$ cat src/sv/scfd_pkg.sv
// ----------------------------------------------------------------------------
// scfd_pkg: shared types and constants for the command frame deframer
// Buffer size, register codes, frame classes, controller states and the
// control bundle that drives the byte cell chain.
// ----------------------------------------------------------------------------
package scfd_pkg;

    // frame store depth in bytes (4 to 15: the output length field is 4 bits wide)
    localparam int BUFFER_BYTES = 10;

    // fill counter width: holds BUFFER_BYTES itself, at least the 4 output bits
    localparam int FILL_W = ($clog2(BUFFER_BYTES + 1) > 4) ? $clog2(BUFFER_BYTES + 1) : 4;

    // store entry whose code selects the frame class
    localparam int CODE_POS = 2;

    typedef logic [FILL_W-1:0] t_fill;

    // register reset values
    localparam logic [7:0]  HEAD_BYTE_RST = 8'hEF;
    localparam logic [15:0] TAIL_WORD_RST = 16'hFEFF;
    localparam logic [7:0]  LOCAL_THR_RST = 8'hE0;
    localparam logic [7:0]  VERSION_RST   = 8'h10;

    // configuration register indexes
    typedef enum logic [7:0] {
        CFG_HEAD_BYTE = 8'd0,
        CFG_TAIL_WORD = 8'd1,
        CFG_LOCAL_THR = 8'd2,
        CFG_VERSION   = 8'd3
    } t_cfg_idx;

    // frame classes
    typedef enum logic [1:0] {
        CLASS_LOCAL   = 2'd0,
        CLASS_VERSION = 2'd1,
        CLASS_REMOTE  = 2'd2
    } t_class;

    // controller states
    typedef enum logic {
        ST_COLLECT,
        ST_DRAIN
    } t_state;

    // control bundle for the cell chain
    typedef struct packed {
        logic  load;   // write the request byte into the cell at pos
        t_fill pos;    // store position of the byte
        logic  shift;  // cells take their upper neighbor's byte, the top one holds
    } t_chain_ctl;

endpackage

$ cat src/sv/scfd_cell.sv
// ----------------------------------------------------------------------------
// scfd_cell: one byte cell of the frame store chain
// Loads the incoming byte when its position is addressed, and takes its
// upper neighbor's byte when the chain shifts toward the output end.
// ----------------------------------------------------------------------------
module scfd_cell (
    input  logic                i_clk,
    input  scfd_pkg::t_chain_ctl i_ctl,
    input  scfd_pkg::t_fill     i_cell_idx,
    input  logic [7:0]          i_byte,
    input  logic [7:0]          i_next,
    output logic [7:0]          o_data
);

    logic [7:0] r_data;

    // byte storage, no reset needed
    always_ff @(posedge i_clk) begin
        if (i_ctl.load && (i_ctl.pos == i_cell_idx)) begin
            r_data <= i_byte;
        end else if (i_ctl.shift) begin
            r_data <= i_next;
        end
    end

    assign o_data = r_data;

endmodule

$ cat src/sv/scfd_ctrl.sv
// ----------------------------------------------------------------------------
// scfd_ctrl: frame controller of the command frame deframer
// Holds the registers, hunts for the head byte, tracks fill position and
// the tail window, classifies the frame and drains the cell chain into the
// output register.
// ----------------------------------------------------------------------------
module scfd_ctrl (
    input  logic                 i_clk,
    input  logic                 i_rst_n,
    // configuration writes
    input  logic                 i_cfg_valid,
    output logic                 o_cfg_ready,
    input  logic [7:0]           i_cfg_addr,
    input  logic [15:0]          i_cfg_data,
    // byte input
    input  logic                 i_in_valid,
    output logic                 o_in_ready,
    input  logic [7:0]           i_in_byte,
    // cell chain
    output scfd_pkg::t_chain_ctl o_chain,
    input  logic [7:0]           i_cell0_data,
    // result output
    output logic                 o_out_valid,
    input  logic                 i_out_ready,
    output logic [7:0]           o_out_byte,
    output logic [3:0]           o_out_idx,
    output logic [3:0]           o_out_len,
    output logic [1:0]           o_out_class,
    output logic                 o_out_last
);

    // configuration registers
    logic [7:0]  r_head_byte;
    logic [15:0] r_tail_word;
    logic [7:0]  r_local_thr;
    logic [7:0]  r_version;

    // frame state
    scfd_pkg::t_state r_state, n_state;
    scfd_pkg::t_fill  r_fill, n_fill;
    logic [15:0]      r_window, n_window;
    scfd_pkg::t_fill  r_len, n_len;
    scfd_pkg::t_fill  r_idx, n_idx;
    logic [7:0]       r_code, n_code;

    // output register
    logic             r_out_valid, n_out_valid;
    logic [7:0]       r_out_byte, n_out_byte;
    scfd_pkg::t_fill  r_out_idx, n_out_idx;
    scfd_pkg::t_fill  r_out_len, n_out_len;
    scfd_pkg::t_class r_out_class, n_out_class;
    logic             r_out_last, n_out_last;

    logic             in_acc;
    logic             hunt_drop;
    logic [15:0]      window_sh;
    logic             drain_go;
    logic             emit_last;
    scfd_pkg::t_class frame_class;
    scfd_pkg::t_chain_ctl chain;

    assign o_cfg_ready = 1'b1;

    // register writes
    always_ff @(posedge i_clk) begin
        if (!i_rst_n) begin
            r_head_byte <= scfd_pkg::HEAD_BYTE_RST;
            r_tail_word <= scfd_pkg::TAIL_WORD_RST;
            r_local_thr <= scfd_pkg::LOCAL_THR_RST;
            r_version   <= scfd_pkg::VERSION_RST;
        end else if (i_cfg_valid) begin
            unique case (i_cfg_addr)
                scfd_pkg::CFG_HEAD_BYTE: r_head_byte <= i_cfg_data[7:0];
                scfd_pkg::CFG_TAIL_WORD: r_tail_word <= i_cfg_data;
                scfd_pkg::CFG_LOCAL_THR: r_local_thr <= i_cfg_data[7:0];
                scfd_pkg::CFG_VERSION:   r_version   <= i_cfg_data[7:0];
                default: ;
            endcase
        end
    end

    // class from the code byte
    always_comb begin
        if (r_code >= r_local_thr) begin
            frame_class = scfd_pkg::CLASS_LOCAL;
        end else if (r_code == r_version) begin
            frame_class = scfd_pkg::CLASS_VERSION;
        end else begin
            frame_class = scfd_pkg::CLASS_REMOTE;
        end
    end

    assign o_in_ready = (r_state == scfd_pkg::ST_COLLECT);
    assign in_acc     = i_in_valid && o_in_ready;
    assign hunt_drop  = (r_fill == '0) && (i_in_byte != r_head_byte);
    assign window_sh  = {r_window[7:0], i_in_byte};
    assign drain_go   = (r_state == scfd_pkg::ST_DRAIN) && (!r_out_valid || i_out_ready);
    assign emit_last  = (scfd_pkg::t_fill'(r_idx + 1'b1) == r_len);

    // next state, collection and drain
    always_comb begin
        n_state     = r_state;
        n_fill      = r_fill;
        n_window    = r_window;
        n_len       = r_len;
        n_idx       = r_idx;
        n_code      = r_code;
        n_out_valid = r_out_valid;
        n_out_byte  = r_out_byte;
        n_out_idx   = r_out_idx;
        n_out_len   = r_out_len;
        n_out_class = r_out_class;
        n_out_last  = r_out_last;
        chain       = '{load: 1'b0, pos: r_fill, shift: 1'b0};

        // result taken by the sink
        if (r_out_valid && i_out_ready) begin
            n_out_valid = 1'b0;
        end

        unique case (r_state)
            scfd_pkg::ST_COLLECT: begin
                if (in_acc && !hunt_drop) begin
                    // store while there is room
                    if (r_fill < scfd_pkg::t_fill'(scfd_pkg::BUFFER_BYTES)) begin
                        chain.load = 1'b1;
                        n_fill     = scfd_pkg::t_fill'(r_fill + 1'b1);
                        if (r_fill == scfd_pkg::t_fill'(scfd_pkg::CODE_POS)) begin
                            n_code = i_in_byte;
                        end
                    end
                    n_window = window_sh;
                    // tail seen: drain the stored bytes
                    if (window_sh == r_tail_word) begin
                        n_len    = n_fill;
                        n_idx    = '0;
                        n_fill   = '0;
                        n_window = '0;
                        n_state  = scfd_pkg::ST_DRAIN;
                    end
                end
            end
            scfd_pkg::ST_DRAIN: begin
                if (drain_go) begin
                    chain.shift = 1'b1;
                    n_out_valid = 1'b1;
                    n_out_byte  = i_cell0_data;
                    n_out_idx   = r_idx;
                    n_out_len   = r_len;
                    n_out_class = frame_class;
                    n_out_last  = emit_last;
                    n_idx       = scfd_pkg::t_fill'(r_idx + 1'b1);
                    if (emit_last) begin
                        n_state = scfd_pkg::ST_COLLECT;
                    end
                end
            end
            default: n_state = scfd_pkg::ST_COLLECT;
        endcase
    end

    // state register
    always_ff @(posedge i_clk) begin
        if (!i_rst_n) begin
            r_state <= scfd_pkg::ST_COLLECT;
        end else begin
            r_state <= n_state;
        end
    end

    // control registers
    always_ff @(posedge i_clk) begin
        if (!i_rst_n) begin
            r_fill      <= '0;
            r_window    <= '0;
            r_len       <= '0;
            r_idx       <= '0;
            r_out_valid <= 1'b0;
        end else begin
            r_fill      <= n_fill;
            r_window    <= n_window;
            r_len       <= n_len;
            r_idx       <= n_idx;
            r_out_valid <= n_out_valid;
        end
    end

    // payload registers
    always_ff @(posedge i_clk) begin
        r_code      <= n_code;
        r_out_byte  <= n_out_byte;
        r_out_idx   <= n_out_idx;
        r_out_len   <= n_out_len;
        r_out_class <= n_out_class;
        r_out_last  <= n_out_last;
    end

    assign o_chain     = chain;
    assign o_out_valid = r_out_valid;
    assign o_out_byte  = r_out_byte;
    assign o_out_idx   = r_out_idx[3:0];
    assign o_out_len   = r_out_len[3:0];
    assign o_out_class = r_out_class;
    assign o_out_last  = r_out_last;

    // fill position never passes the buffer size
    a_fill_cap: assert property (@(posedge i_clk) disable iff (!i_rst_n)
        r_fill <= scfd_pkg::t_fill'(scfd_pkg::BUFFER_BYTES))
        else $error("fill position beyond buffer size");

    // a drain starts from a cleared position and window
    a_drain_start: assert property (@(posedge i_clk) disable iff (!i_rst_n)
        $rose(r_state == scfd_pkg::ST_DRAIN) |->
            (r_idx == '0) && (r_fill == '0) && (r_window == '0) && (r_len != '0))
        else $error("drain started with stale frame state");

    // drain index stays inside the frame
    a_drain_idx: assert property (@(posedge i_clk) disable iff (!i_rst_n)
        (r_state == scfd_pkg::ST_DRAIN) |-> (r_idx < r_len))
        else $error("drain index beyond frame length");

    // the last result carries the final index
    a_last_idx: assert property (@(posedge i_clk) disable iff (!i_rst_n)
        (r_out_valid && r_out_last) |->
            (scfd_pkg::t_fill'(r_out_idx + 1'b1) == r_out_len))
        else $error("last flag on wrong byte index");

endmodule

$ cat src/sv/serial_command_frame_deframer.sv
// ----------------------------------------------------------------------------
// serial_command_frame_deframer: head/tail delimited command frame deframer
// Collects received bytes from the head byte on, detects the tail word and
// sends the stored frame out byte by byte with index, length and class.
// ----------------------------------------------------------------------------
// While collecting, the block takes one received byte per clock. Bytes are
// dropped until the head byte arrives; from then on up to BUFFER_BYTES of
// them are stored in a chain of byte cells, and every byte goes through the
// 16-bit tail window. When the window matches the tail word the input is
// held off and the frame leaves through the output register at one byte per
// clock while the sink keeps up, one cell shift per result, and the next
// received byte is taken only once every stored byte has been sent.
// Each result carries the byte, its index, the frame length (capped at the
// buffer size) and a class from stored byte 2: local setting command,
// version read, or forward to the remote parser. Registers are written over
// the configuration channel, index 0 head byte, 1 tail word, 2 local command
// threshold, 3 version code; writes are meant for idle periods only.
// ----------------------------------------------------------------------------
module serial_command_frame_deframer (
    input  logic        i_clk,
    input  logic        i_rst_n,
    // configuration channel
    input  logic        i_cfg_valid,
    output logic        o_cfg_ready,
    input  logic [7:0]  i_cfg_addr,
    input  logic [15:0] i_cfg_data,
    // byte stream in
    input  logic        i_s_tvalid,
    output logic        o_s_tready,
    input  logic [7:0]  i_s_tdata,   // [7:0] rx_byte
    // frame stream out
    output logic        o_m_tvalid,
    input  logic        i_m_tready,
    output logic [15:0] o_m_tdata,   // [7:0] frame_byte, [11:8] byte_index, [15:12] frame_length
    output logic [1:0]  o_m_tuser,   // [1:0] frame_class
    output logic        o_m_tlast
);

    scfd_pkg::t_chain_ctl chain;
    logic [7:0] cell_data [scfd_pkg::BUFFER_BYTES];
    logic [7:0] out_byte;
    logic [3:0] out_idx;
    logic [3:0] out_len;

    // frame controller
    scfd_ctrl u_ctrl (
        .i_clk        (i_clk),
        .i_rst_n      (i_rst_n),
        .i_cfg_valid  (i_cfg_valid),
        .o_cfg_ready  (o_cfg_ready),
        .i_cfg_addr   (i_cfg_addr),
        .i_cfg_data   (i_cfg_data),
        .i_in_valid   (i_s_tvalid),
        .o_in_ready   (o_s_tready),
        .i_in_byte    (i_s_tdata),
        .o_chain      (chain),
        .i_cell0_data (cell_data[0]),
        .o_out_valid  (o_m_tvalid),
        .i_out_ready  (i_m_tready),
        .o_out_byte   (out_byte),
        .o_out_idx    (out_idx),
        .o_out_len    (out_len),
        .o_out_class  (o_m_tuser),
        .o_out_last   (o_m_tlast)
    );

    // frame store: row of byte cells shifting toward cell 0
    for (genvar k = 0; k < scfd_pkg::BUFFER_BYTES; k++) begin : g_cell
        logic [7:0] next_data;

        if (k == scfd_pkg::BUFFER_BYTES - 1) begin : g_end
            assign next_data = cell_data[k];
        end else begin : g_mid
            assign next_data = cell_data[k+1];
        end

        scfd_cell u_cell (
            .i_clk      (i_clk),
            .i_ctl      (chain),
            .i_cell_idx (scfd_pkg::t_fill'(k)),
            .i_byte     (i_s_tdata),
            .i_next     (next_data),
            .o_data     (cell_data[k])
        );
    end

    assign o_m_tdata = {out_len, out_idx, out_byte};

endmodule
$ cat config.mk
export PLATFORM = sky130hd
export DESIGN_NAME = serial_command_frame_deframer
export DESIGN_NICKNAME = d
export VERILOG_FILES = /design/src/sv/scfd_pkg.sv /design/src/sv/scfd_cell.sv /design/src/sv/scfd_ctrl.sv /design/src/sv/serial_command_frame_deframer.sv
export SDC_FILE = /design/constraint.sdc
export NUM_CORES = 1
export LEC_CHECK = 0
export BUFFER_PORTS_ARGS = -buffer_cell sky130_fd_sc_hd__buf_2
export CAP_MARGIN = 20
export CORE_ASPECT_RATIO = 1.4
export CORE_MARGIN = 3
export CORE_UTILIZATION = 40
export CTS_BUF_LIST = sky130_fd_sc_hd__clkbuf_8 sky130_fd_sc_hd__clkbuf_16
export CTS_CLUSTER_DIAMETER = 200
export DETAILED_ROUTE_END_ITERATION = 6
export SYNTH_ARGS = -nofsm -noshare
export SYNTH_HDL_FRONTEND = slang
export SYNTH_SLANG_ARGS = --single-unit
$ cat constraint.sdc
create_clock -name i_clk -period 4.8 [get_ports i_clk]
set_clock_uncertainty 0.05 [all_clocks]
set_input_delay 0.24 -clock i_clk [delete_from_list [all_inputs] [get_ports i_clk]]
set_output_delay 0.24 -clock i_clk [all_outputs]
set_load 0.02 [all_outputs]
==> run metrics, run 1 <==
mean area per synthesized cell about 13 um2; most frequent cell after synthesis edfxtp_1; min-delay src i_cfg_data[1]; LEAKAGE between 3 and 4 nW; maximum VDD drop about 0.00024 V; Met2 Routed Length 7.17 mm; initial antenna violation count 0; RR Startpoint u_ctrl.r_state; sequential share of power 52.2%; top cell type's share of synthesized area roughly 44%; clock network fraction of total power between 40% and 50%; Post-synth EDFFs 107; CP startpoint u_ctrl.r_state; top_reg_cell synth edfxtp_1; Post-Syn Area 7290 um2; diode count 0; Die Height 166 um; status complete, no violations; max-slew violation count 0; final period utilization 49.9%; clock buffers created by TritonCTS 17; clock buffer depth 2; hold path cells 3; die footprint 19,900 um2; Worst Path Required 4840 ps; Initial DRC Count 131; delay-heaviest family, CP simple AND/OR/NAND/NOR gates; Worst Setup Start Kind flop; # IOs 59; Worst-Margin Slew 863 ps; H-tree level count 4; first-pass GRT wire length 23.5 mm; layout cells sized above 1 27.8%; Final Setup Violations 0; critical path capture point type flop; sw power 0.000694 W; critical path class flop to flop; Syn Inst Count 553; pwr dens about 350 nW/um2; post-route ant nets 0; register-to-register setup slack about 2400 ps; MaxCap Viol Count 0; Core Box Area 17,600 um2; top post-synthesis cells by area edfxtp_1, dfxtp_1, mux2_2; top cells by count, synth edfxtp_1, mux2_2, nand2_1; slew margin rel. around 42%; critical path's slowest cell nor2b_1; register clock-pin slew on the reported worst setup and hold paths 70 ps; Synthesis Warnings 0; Sw Share 23.3%; # DRC 0; CTS tree done; vias about 4,300; Peak Freq around 420 MHz; DR WL/cell 16.1 um; Tmin final 2400 ps; remaining global-route overflow 0; met3 WL ~500 um; Routed met1 length 5.88 mm; Synth area leader edfxtp_1; HPWL after detailed placement 9.85 mm; root buffer cell clkbuf_16; Area Overhead vs Synth 15.1%; post-route setup slack 2400 ps; final WL 13.8 mm; Crit Path Max Fanout 9; dpl ws roughly 2200 ps; Clock Sinks between 150 and 200; CP bufs+invs 0; Layout Nets 660; Starting Density between 40% and 50%; total track usage 15.0%; Max Used Layer met4; Synth Net Count roughly 600; combinational share of power around 4.3%; Die Wd about 120 um; crit path DAT 2430 ps; Port Buf Inserts 57; worst hold path type input port to flop; Layout Cells excl Fill 859; crit-path cells nor2b_1 > and3_1 > nand2b_1; Clock Latency Late Sink between 400 and 500 ps; FP Rows between 50 and 60; post-synth cell types 45; DR pass1 iterations 7; Final Wtd Congestion 0.823; cell count after placement between 800 and 900; Vias/cell 5.03; post-synthesis register bit count 169; final hold vios 0; Largest stage delay, worst path between 600 and 700 ps; largest net degree at the start of global routing 54; Setup Total Neg Slack 0 ps; Power Internal 0.00228 W; hold endpoint u_ctrl.r_tail_word[1]; reg-to-reg endpoint g_cell[8].u_cell.o_data[6]; RSZ-0062 raised after global routing false; post-synthesis sequential area ratio 61.1%; async set-or-reset flop fraction in the synthesized netlist 0%; vias in the first global route 4,551; worst reg2reg path depth 3
==> final cells by class <==
type                    count  area (um2)
fillers                  1594        9230
flip-flops and latches    169        4450
multi-input cells         343        2670
clock buffers              17         425
repair buffers             64         355
well taps                 236         295
clock inverters            15         134
inverters                  15        56.3
==> layout by cell type, fill, tap and decap left out, types with 8 or more instances in the layout <==
master	netlist	routed
mux2_2	72	72
nand4_1	8	8
mux2i_1	37	37
nor2b_1	20	20
buf_2	6	57
dfxtp_1	62	62
ha_1	13	13
inv_1	15	16
edfxtp_1	107	107
xnor2_1	37	37
nand3_1	20	20
nand2_1	65	65
nor2_1	16	16
clkbuf_16	0	17
==> worst min-delay path: stages <==
cell	delay, ps
buf_2	110
nand2_1	50
nand3_1	70
==> per-layer routing <==
metal | vias up | track usage, %
met5 | - | 0
met4 | 0 | 6.13
met3 | 21 | 3.92
met2 | 93 | 25.6
met1 | 2117 | 17.8
li1 | 2090 | -
==> power groups by stage <==
stage               logic [W]  clock network (W)  registers [W]
global route         0.000142            0.00139        0.00156
floorplan           0.0000831                  0        0.00158
detailed placement   0.000126                  0        0.00159
finish               0.000128            0.00129        0.00155
CTS                  0.000130            0.00132        0.00155
global placement     0.000124                  0        0.00159
==> cells by family (layout without fill, tap and decap cells) <==
group / after synthesis / after routing / synth area share, %
flops: 169 / 169 / 61.1
buf+inv: 41 / 111 / 2.32
compound gates: 22 / 22 / 2.16
other cells: 1 / 1 / 0.0514
fa+ha+maj: 13 / 13 / 2.23
simple gates: 159 / 159 / 11.2
mux: 109 / 109 / 16.2
xor+xnor: 39 / 39 / 4.69
==> how the worst max path moves through the flow <==
| stage | cells after the start | end | slack, ps |
|---|---|---|---|
| after CTS | 3 | g_cell[8].u_cell.o_data[6] | 2380 |
| after floorplan | 6 | g_cell[9].u_cell.o_data[0] | 2750 |
| after global routing | 4 | g_cell[7].u_cell.o_data[1] | 2190 |
| after global placement | 6 | g_cell[9].u_cell.o_data[6] | 2310 |
| final | 3 | g_cell[8].u_cell.o_data[6] | 2400 |
| after detailed placement | 6 | g_cell[9].u_cell.o_data[0] | 2240 |
==> metrics by stage <==
step / hold slack (ps) / cell area, um2 / utilization, % / power [W]
2_1_floorplan: 289 / 7290 / - / 0.00167
3_3_place_gp: 356 / 7760 / 44.0 / 0.00171
3_5_place_dp: 361 / 7760 / 44.0 / 0.00171
4_1_cts: 15.3 / 8390 / 47.6 / 0.00301
5_1_grt: 18.4 / 8390 / 47.6 / 0.00309
6_report: 27.3 / 8390 / 47.6 / 0.00298
==> registers in the layout (all words and copies together), names as in the netlist <==
register,flops
u_ctrl.o_out_class,2
u_ctrl.r_head_byte,8
u_ctrl.r_state,1
g_cell.u_cell.o_data,80
u_ctrl.r_fill,4
u_ctrl.o_out_valid,1
u_ctrl.r_version,8
u_ctrl.r_idx,4
u_ctrl.r_tail_word,16
u_ctrl.r_code,8
u_ctrl.o_out_idx,4
u_ctrl.o_out_len,4
u_ctrl.r_len,4
u_ctrl.r_local_thr,8
u_ctrl.r_window,8
u_ctrl.o_out_last,1
u_ctrl.o_out_byte,8
==> timing repair <==
action                                 in CTS  in global routing
setup endpoints to repair                   0                  0
hold buffers                                7                  0
gates resized for setup                     0                  0
endpoints found under the hold margin       7                  0
setup buffers                               0                  0
Power figures use the tool's default switching activity.
==> run 2: changes to the inputs <==
Clock period 4.8 ns to 2.2 ns, I/O delays scaled along.
==> run metrics, run 2 (synthesis gave the netlist of run 1 again) <==
status complete, no violations (unchanged); combinational share of power 5.1% (was 4.3%); storage element area 4450 um2 (unchanged); maximum VDD drop 0.000422 V (was 0.000241 V); Area Overhead vs Synth 18.6% (was 15.1%); Final Setup Violations 0 (unchanged); worst hold path type input port to flop (unchanged); layout cells sized above 1 29.3% (was 27.8%); sequential share of power 52.5% (was 52.2%); die footprint 19,900 um2 (unchanged); Crit Path Max Fanout 9 (unchanged); Clock Sinks 169 (unchanged); final hold vios 0 (unchanged); commonest non-fill, non-tap cell in the layout edfxtp_1 (unchanged); Tmin final 2070 ps (was 2400 ps); DR pass1 iterations 4 (was 7); Initial DRC Count 162 (was 131); max reg flops 80 (unchanged); # IOs 59 (unchanged); DR WL/cell 16.0 um (was 16.1 um); hold path cells 1 (was 3); max-slew violation count 0 (unchanged); first-pass GRT wire length 23.4 mm (was 23.5 mm); slew margin rel. 53.8% (was 42.5%); post-CTS setup repair buffer count 0 (unchanged); Die Wd 120 um (unchanged); fill cell count 1,567 (was 1,594); Sw Share 21.1% (was 23.3%); RSZ-0062 raised after global routing false (unchanged); clock buffer depth 2 (unchanged); Vias/cell 4.92 (was 5.03); Clock Latency Late Sink 420 ps (was 430 ps); final WL 14.2 mm (was 13.8 mm); remaining global-route overflow 0 (unchanged); register clock-pin slew on the reported worst setup and hold paths 60 ps (was 70 ps); LEAKAGE 3.41 nW (was 3.27 nW); min-delay src i_s_tdata[4] (was i_cfg_data[1]); vias 4,360 (was 4,321); CTS tree done (unchanged); diode count 0 (unchanged); crit path DAT 2180 ps (was 2430 ps); Worst Path Required 2320 ps (was 4840 ps); CP startpoint u_ctrl.r_head_byte[1] (was u_ctrl.r_state); initial antenna violation count 0 (unchanged); final period utilization 93.9% (was 49.9%); clock network fraction of total power 42.4% (was 43.4%); Final Wtd Congestion 0.797 (was 0.823); MaxCap Viol Count 0 (unchanged); H-tree level count 4 (unchanged); commonest cells after routing, fill and taps aside edfxtp_1, mux2_2, dfxtp_1 (was edfxtp_1, mux2_2, nand2_1); largest net degree at the start of global routing 28 (was 54); Die Height 166 um (unchanged); post-route ant nets 0 (unchanged); clock buffers created by TritonCTS 17 (unchanged); RR Startpoint u_ctrl.r_head_byte[1] (was u_ctrl.r_state); total track usage 15.0% (about the same); Port Buf Inserts 57 (unchanged); Layout Nets 688 (was 660); FP Rows 57 (unchanged); root buffer cell clkbuf_16 (unchanged); Worst-Margin Slew 692 ps (was 863 ps); sw power 0.00137 W (was 0.000694 W); vias in the first global route 4,590 (was 4,551); worst reg2reg path depth 5 (was 3); Total Power 0.00646 W (was 0.00298 W); Power Internal 0.00510 W (was 0.00228 W); Worst Setup Start Kind flop (unchanged); Setup Total Neg Slack 0 ps (unchanged); Starting Density 41.4% (unchanged); Core Box Area 17,600 um2 (unchanged); critical path capture point type flop (unchanged); Peak Freq 484 MHz (was 417 MHz); pwr dens 748 nW/um2 (was 355 nW/um2); Multi-input gate area 2680 um2 (was 2670 um2); # DRC 0 (unchanged); critical path class flop to flop (unchanged); HPWL after detailed placement 10.2 mm (was 9.85 mm)
run 2: through the flow:
stage / cell area (um2) / setup slack [ps] / util, % / hold WS, ps / cells
detailed placement: 7930 / 34.5 / 45.0 / 277 / 839
global route: 8640 / 11.3 / 49.1 / 7.27 / 887
finish: 8640 / 135 / 49.1 / 20.9 / 887
floorplan: 7290 / 148 / - / 159 / 553
CTS: 8630 / 33.6 / 49.0 / 3.86 / 887
global placement: 7930 / 113 / 45.0 / 272 / 839
run 2: path summary, 6_finish.rpt:
check                               end  slack, ps
max          g_cell[3].u_cell.o_data[5]        130
min                    u_ctrl.r_code[4]         20
max reg2reg  g_cell[3].u_cell.o_data[5]        130
min reg2reg        u_ctrl.o_out_byte[3]        370
run 2: critical path: stages, from the launching register on:
cell      delay (ps)
dfxtp_1          320
xnor2_1          170
nand4_1          210
o211ai_4         340
nand4_2          330
mux2_2           380
run 2: timing repair:
action                                  4_1_cts  5_1_grt
endpoints found under the setup margin        0       28
gates resized for setup                       0        4
hold endpoints to repair                     38        0
hold buffers                                 16        0
run 2: layout make-up:
| cell class | instances | area share [%] |
|---|---|---|
| Clock inverter | 11 | 0.651 |
| Sequential cell | 169 | 51.5 |
| Inverter | 15 | 0.651 |
| Multi-Input combinational cell | 343 | 31.0 |
| Tap cell | 236 | 3.42 |
| Clock buffer | 21 | 5.69 |
| Timing Repair Buffer | 92 | 7.09 |
run 2: power by group through the flow:
stage / combinational, W / sequential [W] / clock, W
final: 0.000328 / 0.00339 / 0.00274
after CTS: 0.000331 / 0.00339 / 0.00281
after global routing: 0.000356 / 0.00340 / 0.00293
after floorplan: 0.000181 / 0.00346 / 0
after detailed placement: 0.000309 / 0.00346 / 0
after global placement: 0.000303 / 0.00346 / 0
run 2: per-layer routing:
metal  vias to the layer above  global-route usage, %  routed length [um]
li1                       2148                      -                   -
met5                         -                      0                   0
met2                        83                   27.1                7570
met3                        20                   3.34                 561
met4                         0                   6.38                 298
met1                      2109                   16.8                5750
==> run 3: changes to the inputs <==
Settings changed: CORE_UTILIZATION 40 to 44, SKIP_LAST_GASP set to 1.
==> run metrics, run 3 (synthesis gave the netlist of run 1 again) <==
vias 4,417 (was 4,360); Worst Path Required 2330 ps (was 2320 ps); register-to-register setup slack 110 ps (was 130 ps); Final Util 53.4% (was 49.1%); RR Startpoint u_ctrl.r_fill[0] (was u_ctrl.r_head_byte[1]); vias in the first global route 4,575 (was 4,590); CP startpoint i_s_tdata[4] (was u_ctrl.r_head_byte[1]); FP Rows 55 (was 57); final WL 14.2 mm (about the same); clock buffer depth 2 (unchanged); # DRC 0 (unchanged); area of placed instances 7870 um2 (was 7930 um2); Peak Freq 475 MHz (was 484 MHz); critical path's slowest cell dlygate4sd3_1 (was mux2_2); min-delay src i_s_tdata[3] (was i_s_tdata[4]); hold endpoint u_ctrl.r_code[3] (was u_ctrl.r_code[4]); Starting Density 44.9% (was 41.4%); maximum VDD drop 0.000367 V (was 0.000422 V); final hold vios 0 (unchanged); diode count 0 (unchanged); total track usage 16.7% (was 15.0%); first-pass GRT wire length 23.0 mm (was 23.4 mm); Vias/cell 5.16 (was 4.92); Initial DRC Count 135 (was 162); Worst Setup Start Kind input port (was flop); DR WL/cell 16.5 um (was 16.0 um); Total Power 0.00669 W (was 0.00646 W); Crit Path Max Fanout 9 (unchanged); DR pass1 iterations 4 (unchanged); initial antenna violation count 0 (unchanged); die footprint 18,200 um2 (was 19,900 um2); LEAKAGE 3.44 nW (was 3.41 nW); critical path class input port to flop (was flop to flop); reg-to-reg endpoint g_cell[3].u_cell.o_data[1] (was g_cell[3].u_cell.o_data[5]); largest net degree at the start of global routing 51 (was 28); Final Wtd Congestion 0.789 (was 0.797); Clock Sinks 169 (unchanged); pwr dens 772 nW/um2 (was 748 nW/um2); crit path DAT 2230 ps (was 2180 ps); clock buffers created by TritonCTS 17 (unchanged); Layout Cells excl Fill 856 (was 887); worst hold path type input port to flop (unchanged); root buffer cell clkbuf_16 (unchanged); Setup Total Neg Slack 0 ps (unchanged); cell count after placement 803 (was 839); critical path capture point type flop (unchanged); HPWL after detailed placement 10.3 mm (was 10.2 mm); layout cells sized above 1 29.5% (was 29.3%); commonest cells after routing, fill and taps aside edfxtp_1, mux2_2, dfxtp_1 (unchanged); H-tree level count 4 (unchanged); Die Height 158 um (was 166 um); Layout Nets 694 (was 688); register clock-pin slew on the reported worst setup and hold paths 60 ps (about the same); delay-heaviest family, CP buffers and inverters (was simple AND/OR/NAND/NOR gates); max reg flops 80 (unchanged); Die Wd 115 um (was 120 um); CP bufs+invs 2 (was 0); commonest non-fill, non-tap cell in the layout edfxtp_1 (unchanged); MaxCap Viol Count 0 (unchanged); RSZ-0062 raised after global routing true (was false); post-route cell area 8670 um2 (was 8640 um2); Area Overhead vs Synth 19.0% (was 18.6%); crit-path cells dlygate4sd3_1 > buf_2 > xnor2_1 > nand4_1 > o211ai_4 > nand4_2 > mux2_2 (was xnor2_1 > nand4_1 > o211ai_4 > nand4_2 > mux2_2); Core Box Area 16,200 um2 (was 17,600 um2); hold path cells 2 (was 1); Port Buf Inserts 57 (unchanged); final period utilization 95.8% (was 93.9%); # IOs 59 (unchanged); Worst-Margin Slew 642 ps (was 692 ps); worst reg2reg path depth 5 (unchanged); slew margin rel. 57.1% (was 53.8%); Tmin final 2110 ps (was 2070 ps); post-route ant nets 0 (unchanged); Largest stage delay, worst path 520 ps (was 380 ps); Final Setup Violations 0 (unchanged); Clock Latency Late Sink 430 ps (was 420 ps); status complete, no violations (unchanged); CTS tree done (unchanged); max-slew violation count 0 (unchanged); remaining global-route overflow 0 (unchanged)
## run 3: changes by cell type in the layout (fill, tap and decap cells not counted)
cell / previous run / this run
inv_1: 20 / 15
clkinv_1: 1 / 5
dlygate4sd3_1: 16 / 20
buf_4: 17 / 20
bufinv_16: 0 / 3
clkbuf_8: 3 / 0
clkinv_4: 0 / 2
buf_12: 2 / 1
clkbuf_16: 18 / 17
clkinv_2: 2 / 3
clkinvlp_4: 2 / 1
## run 3: worst max-delay path by stage
stage | to | slack [ps] | cells after the start
floorplan | g_cell[9].u_cell.o_data[0] | 150 | 6
global placement | g_cell[3].u_cell.o_data[1] | 60 | 5
detailed placement | g_cell[3].u_cell.o_data[2] | -20 | 5
CTS | g_cell[0].u_cell.o_data[0] | 10 | 5
global route | g_cell[1].u_cell.o_data[3] | -70 | 5
finish | g_cell[3].u_cell.o_data[1] | 90 | 7
## run 3: routing by layer
layer	up-vias	wire length (um)	track usage [%]	share of wire [%]
met3	26	390	3.19	2.8
li1	2159	-	-	-
met5	-	0	0	0
met4	0	472	9.12	3.3
met2	83	7590	29.8	54
met1	2149	5700	18.7	40
## run 3: what timing repair did
| action | in CTS | in global routing |
|---|---|---|
| gates resized for setup | 2 | 2 |
| pin swaps | 0 | 2 |
| hold endpoints to repair | 45 | 0 |
| setup buffers | 0 | 1 |
| setup endpoints to repair | 16 | 64 |
| hold buffers | 20 | 0 |
## run 3: power by group
group | leakage, nW | switching [W] | internal, W | total (W)
clock network | 0.284 | 0.00120 | 0.00176 | 0.00297
logic | 1.68 | 0.000182 | 0.000151 | 0.000333
registers | 1.48 | 0.0000195 | 0.00337 | 0.00339
total | 3.44 | 0.00140 | 0.00529 | 0.00669
## run 3: layout make-up
class | count | area (um2)
clock inverter | 15 | 158
inverter | 15 | 56.3
sequential | 169 | 4450
tap | 199 | 249
multi-input combinational | 343 | 2680
fill | 1398 | 7570
clock buffer | 17 | 425
timing repair buffer | 98 | 656
## run 3: metrics by stage
step / hold WS, ps / setup WS (ps)
after detailed placement: 273 / -19.6
after global placement: 271 / 62.7
after floorplan: 159 / 148
after CTS: 54.9 / 14.7
final: 66.9 / 92.7
after global routing: 88.2 / -73.2
